[src/design/lbc_pkg.sv]
// Shared types and constants for the LZW byte compressor.
// No dependencies; imported by every module of the block.
package lbc_pkg;

	localparam int BYTE_W        = 8;
	localparam int CODE_W        = 12;
	localparam int LIMIT_W       = 12;
	localparam int FIRST_FREE    = 256;
	localparam int OUT_TDATA_W   = 16;
	localparam int APB_ADDR_W    = 3;
	localparam int APB_DATA_W    = 32;
	localparam int OFIFO_DEPTH   = 4;
	localparam int OFIFO_PTR_W   = 2;
	localparam int OFIFO_CNT_W   = 3;

	localparam logic [LIMIT_W-1:0] LIMIT_RESET = 12'd4095;

	// Register index, taken from paddr[2]
	localparam logic REG_CODE_LIMIT = 1'b0;

	typedef struct packed {
		logic              eos;
		logic [CODE_W-1:0] code;
	} out_item_t;

	typedef enum logic [2:0] {
		ST_IDLE,
		ST_SCAN,
		ST_DRAIN,
		ST_DECIDE,
		ST_FINISH
	} state_t;

endpackage

[src/design/lbc_out_fifo.sv]
// Small result queue between the compressor core and the output stream.
// Depends on lbc_pkg.
module lbc_out_fifo import lbc_pkg::*; (
	input  logic                   clk,
	input  logic                   arst_n,
	input  logic                   push,
	input  out_item_t              push_item,
	output logic                   room,
	output logic                   tvalid,
	input  logic                   tready,
	output out_item_t              head
);

	out_item_t              entries [OFIFO_DEPTH];
	logic [OFIFO_PTR_W-1:0] wr_ptr_q;
	logic [OFIFO_PTR_W-1:0] rd_ptr_q;
	logic [OFIFO_CNT_W-1:0] count_q;
	logic                   pop;

	assign tvalid = (count_q != '0);
	assign pop    = tvalid && tready;
	assign head   = entries[rd_ptr_q];
	assign room   = (count_q <= OFIFO_CNT_W'(OFIFO_DEPTH - 2));

	always_ff @(posedge clk) begin
		if (push) begin
			entries[wr_ptr_q] <= push_item;
		end
	end

	always_ff @(posedge clk or negedge arst_n) begin
		if (!arst_n) begin
			wr_ptr_q <= '0;
			rd_ptr_q <= '0;
			count_q  <= '0;
		end else begin
			if (push) begin
				wr_ptr_q <= wr_ptr_q + OFIFO_PTR_W'(1);
			end
			if (pop) begin
				rd_ptr_q <= rd_ptr_q + OFIFO_PTR_W'(1);
			end
			unique case ({push, pop})
				2'b10:   count_q <= count_q + OFIFO_CNT_W'(1);
				2'b01:   count_q <= count_q - OFIFO_CNT_W'(1);
				default: count_q <= count_q;
			endcase
		end
	end

endmodule

[config.mk]
export PLATFORM = sky130hd
export DESIGN_NAME = lbc_out_fifo
export DESIGN_NICKNAME = d
export VERILOG_FILES = /design/src/design/lbc_pkg.sv /design/src/design/lbc_out_fifo.sv
export SDC_FILE = /design/constraint.sdc
export NUM_CORES = 1
export LEC_CHECK = 0
export ABC_CLOCK_PERIOD_IN_PS = 1700
export BUFFER_PORTS_ARGS = -buffer_cell sky130_fd_sc_hd__buf_2
export CORE_MARGIN = 8
export CORE_UTILIZATION = 50
export CTS_CLUSTER_DIAMETER = 120
export DETAILED_ROUTE_END_ITERATION = 8
export MAX_ROUTING_LAYER = met4
export PLACE_DENSITY = 0.74
export SLEW_MARGIN = 20
export SYNTH_ARGS = -nofsm -noshare
export SYNTH_HDL_FRONTEND = slang
export SYNTH_SLANG_ARGS = --single-unit
[constraint.sdc]
create_clock -name clk -period 1.7 [get_ports clk]
set_input_delay 0.17 -clock clk [delete_from_list [all_inputs] [get_ports clk]]
set_output_delay 0.17 -clock clk [all_outputs]
set_load 0.1 [all_outputs]
* Yosys cells after proc, flatten, opt, wreduce, memory -nomap -nowiden
Memory sizes are Yosys's and may differ from the RTL's.
Cells that the tools add are included.
** Word-level totals
- Bits in registers :: 7
- Latch bits :: 0
- Memories :: 1
- RAM bits :: 52
- Logic and storage cells :: 17
- ROM bits :: 0
- Output and inout port bits :: 15
- Input port bits :: 17
** Memory list
- entries :: words 4, bits a word 13, rd ports 1, clocked after Yosys merged registers in 0, write ports 1, RTL line lbc_out_fifo.sv:14 : out_item_t entries [OFIFO_DEPTH];
** Cells by class
- Shift operators :: 0
- Order comparisons :: 1
- Multiplexer cells :: 3
- Reductions and logical operators :: 3
- Eq/ne operators :: 2
- $mul :: 0
- Bitwise gates (word level) :: 0
- Add/sub/neg operators :: 4
- Divide/modulo/power cells :: 0
** Operator list (count)
- case mux 3 bit (2 select lines) :: 1
- adder 2 x 1 -> 2 bit (second input constant) :: 2
- adder 3 x 1 -> 3 bit (second input constant) :: 1
- <= comparator 3 x 2 -> 1 bit (second input constant) :: 1
- nonzero test 3 bit :: 1
- subtractor 3 x 1 -> 3 bit (second input constant) :: 1
- == test 2 x 1 -> 1 bit (second input constant) :: 1
- == test 2 bit (second input constant) :: 1
- two-way mux 1 bit :: 2
- nonzero test 2 bit :: 1
- logical AND 1 bit :: 1

* Longest topological paths before layout
Gate-level depths: netlist of the first run.
- Word-level depth :: 4
- Gate-level depth with buffers :: 7
- Gate-level depth less buffers :: 7

* Least setup slack after synthesis of the first run
No wires, ideal clock.
- Kind :: reg-to-output
- Start point :: register count_q[0]
- End point :: output room
- Required time :: 1.530 ns
- Cell stages (with the launch flop) :: 2
- Buffers on the path :: 0
- Data arrival time :: 1.872 ns
- Setup slack :: -0.342 ns
- Cell sequence :: dfrtp_1 -> a21oi_1
** Between the ends
- Word-level cells in the longest chain between the ends :: 1
** RTL lines
- start: declaration :: RTL line lbc_out_fifo.sv:17 : logic [OFIFO_CNT_W-1:0] count_q;
- start signal: assignment :: RTL line lbc_out_fifo.sv:44 : 2'b10: count_q <= count_q + OFIFO_CNT_W'(1);
- start signal: assignment :: RTL line lbc_out_fifo.sv:45 : 2'b01: count_q <= count_q - OFIFO_CNT_W'(1);
- start signal: assignment :: RTL line lbc_out_fifo.sv:46 : default: count_q <= count_q;
- <= comparator 3 x 2 -> 1 bit :: RTL line lbc_out_fifo.sv:23 : assign room = (count_q <= OFIFO_CNT_W'(OFIFO_DEPTH - 2));
- end: declaration :: RTL line lbc_out_fifo.sv:8 : output logic room,
Every way passes these cells.

==> flow_metrics.env, run 1 <==
export IMPL_maxCapViolations=0
export IMPL_synthTopCellsByArea="edfxtp_1, mux4_2, dfrtp_1"
export IMPL_ys_top_cells_by_count="edfxtp_1, mux4_2, dfrtp_1, inv_1"
export IMPL_clk_pin_slew_ps=60
export IMPL_detail_route_antenna_nets=0
export IMPL_synth_net_count=128
export IMPL_drtIter0Drc=78
export IMPL_synth_top_family_by_area="multiplexers"
export IMPL_synth_cells=105
export IMPL_ys_ff_latch=59
export IMPL_first_pass_iters=4
export IMPL_grt_pass1_wl_um=6440
export IMPL_synth_top_area_share_pct=67.5
export IMPL_grt_pass1_vias=1278
export IMPL_clk_latency_ps=320
export IMPL_tightest_slew_ps=699
export IMPL_grt_max_degree=15
export IMPL_seq_area_um2=1740
export IMPL_outcome="complete, but fails checks"
export IMPL_io_buffers=31
export IMPL_path_class="register to output pin"
export IMPL_synth_mux_area_share_pct=13.9
export IMPL_vias_per_cell=5.31
export IMPL_synthArstFlopShare_pct=11.9
export IMPL_gp_congestion=0.737
export IMPL_avgSynthCellArea_um2=22.0
export IMPL_cp_required_ps=1530
export IMPL_holdCritPathClass="input pin to register"
export IMPL_synth_fa_ha_area_share_pct=3.57
export IMPL_yosysWarningCount=0
export IMPL_cts_buffers_inserted=9
export IMPL_cts_htree_levels=3
export IMPL_synthXorXnorAreaFrac_pct=2.27
export IMPL_slew_headroom_pct=53.4
export IMPL_worstPathArrival_ps=1590
export IMPL_syn_cell_area_um2=2310
export IMPL_clock_fmax_ghz=0.567
export IMPL_finalMaxSlewViolations=0
export IMPL_routed_wl_um=4030
export IMPL_synth_edf_count=52
export IMPL_violations="setup timing"
export IMPL_drc=0
export IMPL_wire_per_inst_um=18.7
export IMPL_antenna_cells=0
export IMPL_path_max_fanout=7
export IMPL_cts_sinks=59
export IMPL_fin_ws_ps=-64.0
export IMPL_setup_viol=13
export IMPL_hold_ws_ps=54.9
export IMPL_cts_tree="built"
export IMPL_fillers=295
export IMPL_die_area_um2=7060
export IMPL_die_y_um=84.0
export IMPL_ys_seq_area_share_pct=75.1
export IMPL_final_nets=182
export IMPL_rows=24
export IMPL_ios=32
export IMPL_antenna_found_initial=0
export IMPL_cts_buffer_depth=2
export IMPL_grt_overflow=0
export IMPL_grt_use_total_pct=12.6
export IMPL_start_util_pct=52.4
export IMPL_rsz0062_at_grt="yes"
export IMPL_synth_compound_area_share_pct=0.811
export IMPL_synth_most_common_cell="edfxtp_1"
export IMPL_ys_flop_type="edfxtp_1"
export IMPL_skew_ps=7.88
export IMPL_synth_simple_area_share_pct=1.84
export IMPL_ys_types=20
export IMPL_hold_violations=0
export IMPL_end_kind="output pin"
export IMPL_coreArea_um2=4410
export IMPL_die_x_um=84.0
export IMPL_multi_input_area_um2=508
export IMPL_dr_total_vias=1141
export IMPL_finalCritPeriodShare_pct=104
export IMPL_synth_area_leader_cell="edfxtp_1"
export IMPL_place_hpwl_um=2670
export IMPL_cts_root_buf="clkbuf_8"
export IMPL_fin_crit_ps=1760
export IMPL_cp_start_kind="register"
export IMPL_syn2layout_area_growth_pct=25.0
export IMPL_final_layout_size_suffix_gt1_share_pct=45.4
==> cells by family after synthesis <==
family          after synthesis
compound gates                3
xor+xnor                      6
fa+ha+maj                     6
buf+inv                       9
flops                        59
mux                          14
simple gates                  8
==> flip-flops by register name (all words and copies together) (netlist names) <==
register,flops
entries,52
count_q,3
rd_ptr_q,2
wr_ptr_q,2
==> worst paths after layout <==
path | from | end | slack, ps | cells past startpoint
worst min register to register | wr_ptr_q[0] | wr_ptr_q[0] | 530 | 1
worst max-delay path | rd_ptr_q[0] | head[1] | -60 | 3
max in group asynchronous | arst_n | rd_ptr_q[1] | 1340 | 2
worst min-delay path | push_item[11] | entries[2][11] | 50 | 1
min in group asynchronous | arst_n | rd_ptr_q[1] | 190 | 2
worst max register to register | count_q[1] | count_q[2] | 10 | 7
==> layer usage <==
metal	share of wire, %	GRT usage [%]
met1	42	13.2
met4	1.3	6.28
met3	5.4	4.79
met2	52	20.3
met5	0	-
==> per-stage QoR <==
stage / area [um2] / util, % / cells / TNS, ps / setup WS [ps]
2_1_floorplan: 2320 / - / 105 / 0 / 49.3
3_3_place_gp: 2580 / 58.5 / 196 / 0 / 15.7
3_5_place_dp: 2580 / 58.5 / 196 / 0 / 22.1
4_1_cts: 2870 / 64.9 / 213 / -993 / -84.8
5_1_grt: 2890 / 65.5 / 215 / -1730 / -152
6_report: 2890 / 65.5 / 215 / -631 / -64.0
==> final cells by class <==
type | instances | share of cell area, %
Timing Repair Buffer | 46 | 13.3
Inverter | 6 | 0.779
Multi-Input combinational cell | 37 | 17.6
Tap cell | 52 | 2.25
Sequential cell | 59 | 60.1
Clock inverter | 4 | 1.47
Clock buffer | 11 | 4.54
==> placed cells by master (no fill, tap or decap), drive strengths merged <==
| cell type | instances |
|---|---|
| a21oi | 1 |
| and2 | 4 |
| buf | 45 |
| bufinv | 1 |
| clkbuf | 11 |
| clkinv | 3 |
| dfrtp | 7 |
| dlygate4sd3 | 1 |
| edfxtp | 52 |
| fa | 1 |
| ha | 5 |
| inv | 6 |
| mux2i | 1 |
| mux4 | 13 |
| nand2 | 2 |
| nor2 | 1 |
| o21ai | 1 |
| o31a | 1 |
| or3 | 1 |
| xnor2 | 2 |
| xor2 | 4 |
==> worst max-delay path, stage by stage, from the launching register on <==
cell	delay (ps)
dfrtp_1	370
buf_6	170
mux4_2	540
buf_12	190
==> repair_timing <==
| item | 4_1_cts | 5_1_grt |
|---|---|---|
| hold buffers | 1 | 0 |
| resized for setup | 39 | 6 |
| pin swaps | 0 | 5 |
| hold endpoints to repair | 7 | 0 |
| setup buffers | 1 | 2 |
| setup endpoints to repair | 13 | 15 |
Power of run 1 is left out: the tool's default activity adds up to more than one toggle a clock period on the data nets, which glitch-free logic cannot reach.
==> run 2: changes to the inputs <==
--- a/config.mk
+++ b/config.mk
@@ -7,6 +7,7 @@
 export LEC_CHECK = 0
 export ABC_CLOCK_PERIOD_IN_PS = 1700
 export BUFFER_PORTS_ARGS = -buffer_cell sky130_fd_sc_hd__buf_2
+export CORE_ASPECT_RATIO = 0.7
 export CORE_MARGIN = 8
 export CORE_UTILIZATION = 50
 export CTS_CLUSTER_DIAMETER = 120
==> run 2 against run 1 <==
The flow still finishes with violations (setup timing). First-iteration DRC count up 5.1%. Clock skew shrank 3.3 ps. Register-to-register slack about the same. Design area grew 1.1%.
==> flow_metrics.env, run 2 (same netlist as run 1, synthesis figures left out) <==
export IMPL_coreArea_um2=4400
export IMPL_skew_ps=4.53
export IMPL_first_pass_iters=4
export IMPL_final_common_cell="edfxtp_1"
export IMPL_cts_buffer_depth=2
export IMPL_worst_path_buf_inv=2
export IMPL_wire_per_inst_um=18.6
export IMPL_cp_start_kind="register"
export IMPL_seq_area_um2=1740
export IMPL_dr_total_vias=1136
export IMPL_grt_use_total_pct=12.6
export IMPL_vias_per_cell=5.24
export IMPL_finalMaxSlewViolations=0
export IMPL_grt_overflow=0
export IMPL_cts_htree_levels=3
export IMPL_tightest_slew_ps=487
export IMPL_antenna_found_initial=0
export IMPL_antenna_cells=0
export IMPL_grt_pass1_vias=1235
export IMPL_detail_route_antenna_nets=0
export IMPL_die_y_um=72.9
export IMPL_path_class="register to output pin"
export IMPL_path_max_fanout=6
export IMPL_grt_max_degree=15
export IMPL_cp_required_ps=1530
export IMPL_slowest_stage="mux4_2"
export IMPL_top_register="entries"
export IMPL_cts_sinks=59
export IMPL_max_stage_delay_ps=530
export IMPL_fillers=298
export IMPL_slew_headroom_pct=67.8
export IMPL_cp_depth=3
export IMPL_rows=20
export IMPL_crit_family="multiplexers"
export IMPL_holdCritPathClass="input pin to register"
export IMPL_routed_wl_um=4040
export IMPL_fin_crit_ps=1780
export IMPL_outcome="complete, but fails checks"
export IMPL_worst_r2r_cell_count=7
export IMPL_die_area_um2=7090
export IMPL_die_x_um=97.3
export IMPL_crit_path_frequent_cell="buf_6"
export IMPL_finalCritPeriodShare_pct=105
export IMPL_drc=0
export IMPL_final_nets=181
export IMPL_hold_path_depth=1
export IMPL_ios=32
export IMPL_clock_fmax_ghz=0.561
export IMPL_final_layout_size_suffix_gt1_share_pct=46.3
export IMPL_fin_ws_ps=-82.6
export IMPL_clk_pin_slew_ps=70
export IMPL_start_util_pct=52.5
export IMPL_rsz0062_at_grt="yes"
export IMPL_end_kind="output pin"
export IMPL_grt_pass1_wl_um=6380
export IMPL_largest_reg_flops=52
export IMPL_cts_root_buf="clkbuf_8"
export IMPL_largest_registers="entries: 52 flops, count_q: 3 flops"
export IMPL_syn2layout_area_growth_pct=26.4
export IMPL_clk_latency_ps=330
export IMPL_setup_viol=13
export IMPL_cts_buffers_inserted=9
export IMPL_worstPathArrival_ps=1610
export IMPL_io_buffers=31
export IMPL_maxCapViolations=0
export IMPL_hold_ws_ps=60.4
export IMPL_multi_input_area_um2=508
export IMPL_gp_congestion=0.699
export IMPL_crit_chain="buf_6 -> mux4_2 -> buf_6"
export IMPL_fin_tns_setup_ps=-923
export IMPL_drtIter0Drc=82
export IMPL_final_cell_mix="edfxtp_1, buf_2, mux4_2, buf_6, buf_4"
export IMPL_hold_violations=0
export IMPL_violations="setup timing"
export IMPL_cts_tree="built"
-- run 2: cell count changes in the layout (fill, tap and decap cells not counted), sizes merged --
cell and delta:
buf -1, bufinv +1, clkbuf -2, clkinvlp +1
-- run 2: what timing repair did --
action	4_1_cts	5_1_grt
pin swaps	0	3
gates resized for setup	40	4
buffers inserted	2	2
setup endpoints to repair	15	15
hold buffers	1	0
hold endpoints to repair	7	0
-- run 2: final cells by class --
| class | count | area share, % |
|---|---|---|
| flip-flops and latches | 59 | 59.4 |
| multi-input cells | 37 | 17.4 |
| repair buffers | 45 | 13.1 |
| clock buffers | 9 | 4.23 |
| clock inverters | 6 | 2.78 |
| well taps | 55 | 2.35 |
| inverters | 6 | 0.770 |
-- run 2: final timing paths --
path	start	to	slack, ps
max	rd_ptr_q[0]	head[0]	-80
min	push_item[10]	entries[3][10]	60
max reg2reg	count_q[1]	count_q[2]	20
min reg2reg	wr_ptr_q[0]	wr_ptr_q[0]	540
max in group asynchronous	arst_n	rd_ptr_q[1]	1340
min in group asynchronous	arst_n	count_q[0]	190
-- run 2: layer usage --
| layer | wire length, um | global-route usage, % |
|---|---|---|
| met1 | 1750 | 13.8 |
| met2 | 2020 | 19.8 |
| met3 | 246 | 6.43 |
| met4 | 24 | 4.52 |
| met5 | 0 | - |
-- run 2: worst reg2reg max path: cells and delay by family, from the launching register on --
kind	cells	cell delay [ps]
flip-flops	1	380
adder cells (fa/ha/maj)	2	410
AO/OA/AOI/OAI	1	340
buffers and inverters	1	60
XOR/XNOR	2	310
AND/OR/NAND/NOR	1	80
-- run 2: through the flow --
stage | instance area, um2 | utilization [%] | setup slack (ps) | instances
after floorplan | 2320 | - | 49.3 | 105
after global placement | 2570 | 58.4 | 41.4 | 197
after detailed placement | 2570 | 58.4 | -35.7 | 197
after CTS | 2890 | 65.7 | -108 | 215
after global routing | 2930 | 66.4 | -154 | 217
final | 2930 | 66.4 | -82.6 | 217
Power of run 2 is left out for the same reason.
==> run 3: changes to the inputs <==
--- a/config.mk
+++ b/config.mk
@@ -5,7 +5,6 @@
 export SDC_FILE = /design/constraint.sdc
 export NUM_CORES = 1
 export LEC_CHECK = 0
-export ABC_CLOCK_PERIOD_IN_PS = 1700
 export BUFFER_PORTS_ARGS = -buffer_cell sky130_fd_sc_hd__buf_2
 export CORE_ASPECT_RATIO = 0.7
 export CORE_MARGIN = 8
@@ -14,6 +13,7 @@
 export DETAILED_ROUTE_END_ITERATION = 8
 export MAX_ROUTING_LAYER = met4
 export PLACE_DENSITY = 0.74
+export SETUP_SLACK_MARGIN = 0.2
 export SLEW_MARGIN = 20
 export SYNTH_ARGS = -nofsm -noshare
 export SYNTH_HDL_FRONTEND = slang
==> run 3 against run 2 <==
The run still ends with setup timing left. Clock-buffer cell count is 2 higher. Via count is 2.2% higher. Clock skew hardly changed. Utilization is 0.88 points higher. Maximum frequency is 0.57% lower. Final cell count is 1.4% higher. Worst setup slack worse by 10 ps. Wire length is 6.6% higher. Critical endpoint is now head[6]. Largest cell class unchanged.
==> flow_metrics.env, run 3 (same netlist as run 1, synthesis figures left out) <==
export IMPL_outcome="complete, but fails checks"
export IMPL_antenna_found_initial=0
export IMPL_final_common_cell="edfxtp_1"
export IMPL_place_hpwl_um=2720
export IMPL_dp_slack_ps=12.7
export IMPL_fin_crit_ps=1790
export IMPL_largest_reg_flops=52
export IMPL_multi_input_area_um2=513
export IMPL_final_layout_size_suffix_gt1_share_pct=47.3
export IMPL_drc=0
export IMPL_finalCritPeriodShare_pct=105
export IMPL_cts_buffer_depth=2
export IMPL_clk_latency_ps=320
export IMPL_path_class="register to output pin"
export IMPL_finalMaxSlewViolations=0
export IMPL_final_cell_mix="edfxtp_1, buf_2, buf_6, mux4_2, buf_4"
export IMPL_io_buffers=31
export IMPL_cts_tree="built"
export IMPL_worst_r2r_cell_count=7
export IMPL_grt_pass1_vias=1338
export IMPL_routed_wl_um=4310
export IMPL_end_kind="output pin"
export IMPL_fillers=285
export IMPL_path_max_fanout=7
export IMPL_die_x_um=97.3
export IMPL_rsz0062_at_grt="yes"
export IMPL_cp_required_ps=1530
export IMPL_coreArea_um2=4400
export IMPL_fin_ws_ps=-92.9
export IMPL_seq_area_um2=1740
export IMPL_start_util_pct=52.5
export IMPL_fin_tns_setup_ps=-946
export IMPL_r2r_end="count_q[2]"
export IMPL_clock_fmax_ghz=0.558
export IMPL_hold_ws_ps=58.7
export IMPL_cp_start_kind="register"
export IMPL_grt_overflow=0
export IMPL_grt_use_total_pct=13.6
export IMPL_tightest_slew_ps=237
export IMPL_slew_headroom_pct=84.2
export IMPL_vias_per_cell=5.28
export IMPL_setup_viol=13
export IMPL_top_register="entries"
export IMPL_antenna_cells=0
export IMPL_grt_pass1_wl_um=6780
export IMPL_rows=20
export IMPL_violations="setup timing"
export IMPL_min_delay_start="push_item[9]"
export IMPL_holdCritPathClass="input pin to register"
export IMPL_cts_sinks=59
export IMPL_drtIter0Drc=44
export IMPL_clk_pin_slew_ps=60
export IMPL_die_y_um=72.9
export IMPL_gp_congestion=0.656
export IMPL_die_area_um2=7090
export IMPL_dr_total_vias=1161
export IMPL_r2r_start="count_q[2]"
export IMPL_grt_max_degree=15
export IMPL_wire_per_inst_um=19.6
export IMPL_first_pass_iters=4
export IMPL_worstHoldEndpoint="entries[2][9]"
export IMPL_hold_path_depth=1
export IMPL_maxCapViolations=0
export IMPL_skew_ps=4.64
export IMPL_hold_violations=0
export IMPL_worstPathArrival_ps=1620
export IMPL_syn2layout_area_growth_pct=28.1
export IMPL_cts_htree_levels=3
export IMPL_detail_route_antenna_nets=0
export IMPL_reg2reg_slack_ps=60
export IMPL_cts_root_buf="clkbuf_8"
export IMPL_ios=32
export IMPL_final_nets=184
export IMPL_cts_buffers_inserted=9
export IMPL_largest_registers="entries: 52 flops, count_q: 3 flops"
-- run 3: what timing repair did --
action	in CTS	in global routing
gates resized for setup	51	3
endpoints found under the setup margin	17	17
setup buffers	5	1
pin swaps	5	3
hold buffers	1	0
endpoints found under the hold margin	7	0
-- run 3: final cells by class --
type                    count  area share (%)
clock inverters             4            1.44
well taps                  55            2.32
clock buffers              11            4.43
flip-flops and latches     59            58.8
multi-input cells          37            17.3
inverters                   6           0.760
repair buffers             48            15.0
-- run 3: routing by layer --
layer  track usage, %  vias up  part of all wire (%)
met1             13.6      589                    41
li1                 -      526                     -
met2             21.5       37                    50
met3             7.57        9                   6.6
met4             6.52        0                   2.3
met5                -        -                     0
-- run 3: through the flow --
step	cells	utilization, %	area (um2)
3_3_place_gp	198	58.6	2580
3_5_place_dp	198	58.6	2580
2_1_floorplan	105	-	2320
6_report	220	67.3	2960
5_1_grt	220	67.3	2960
4_1_cts	219	66.9	2950
-- run 3: how the worst max path moves through the flow --
| stage | depth (start not counted) | startpoint | slack (ps) | to |
|---|---|---|---|---|
| floorplan | 2 | rd_ptr_q[0] | 90 | head[12] |
| finish | 3 | rd_ptr_q[0] | -90 | head[6] |
| CTS | 3 | rd_ptr_q[0] | -120 | head[9] |
| global route | 3 | rd_ptr_q[0] | -160 | head[9] |
| detailed placement | 2 | rd_ptr_q[1] | 10 | head[4] |
| global placement | 2 | rd_ptr_q[1] | 40 | head[7] |
-- run 3: worst max-delay path, cell delays in order, from the launching register on --
cell and delay (ps):
dfrtp_2 410, buf_6 160, mux4_2 520, buf_6 200
Power of run 3 is left out for the same reason.
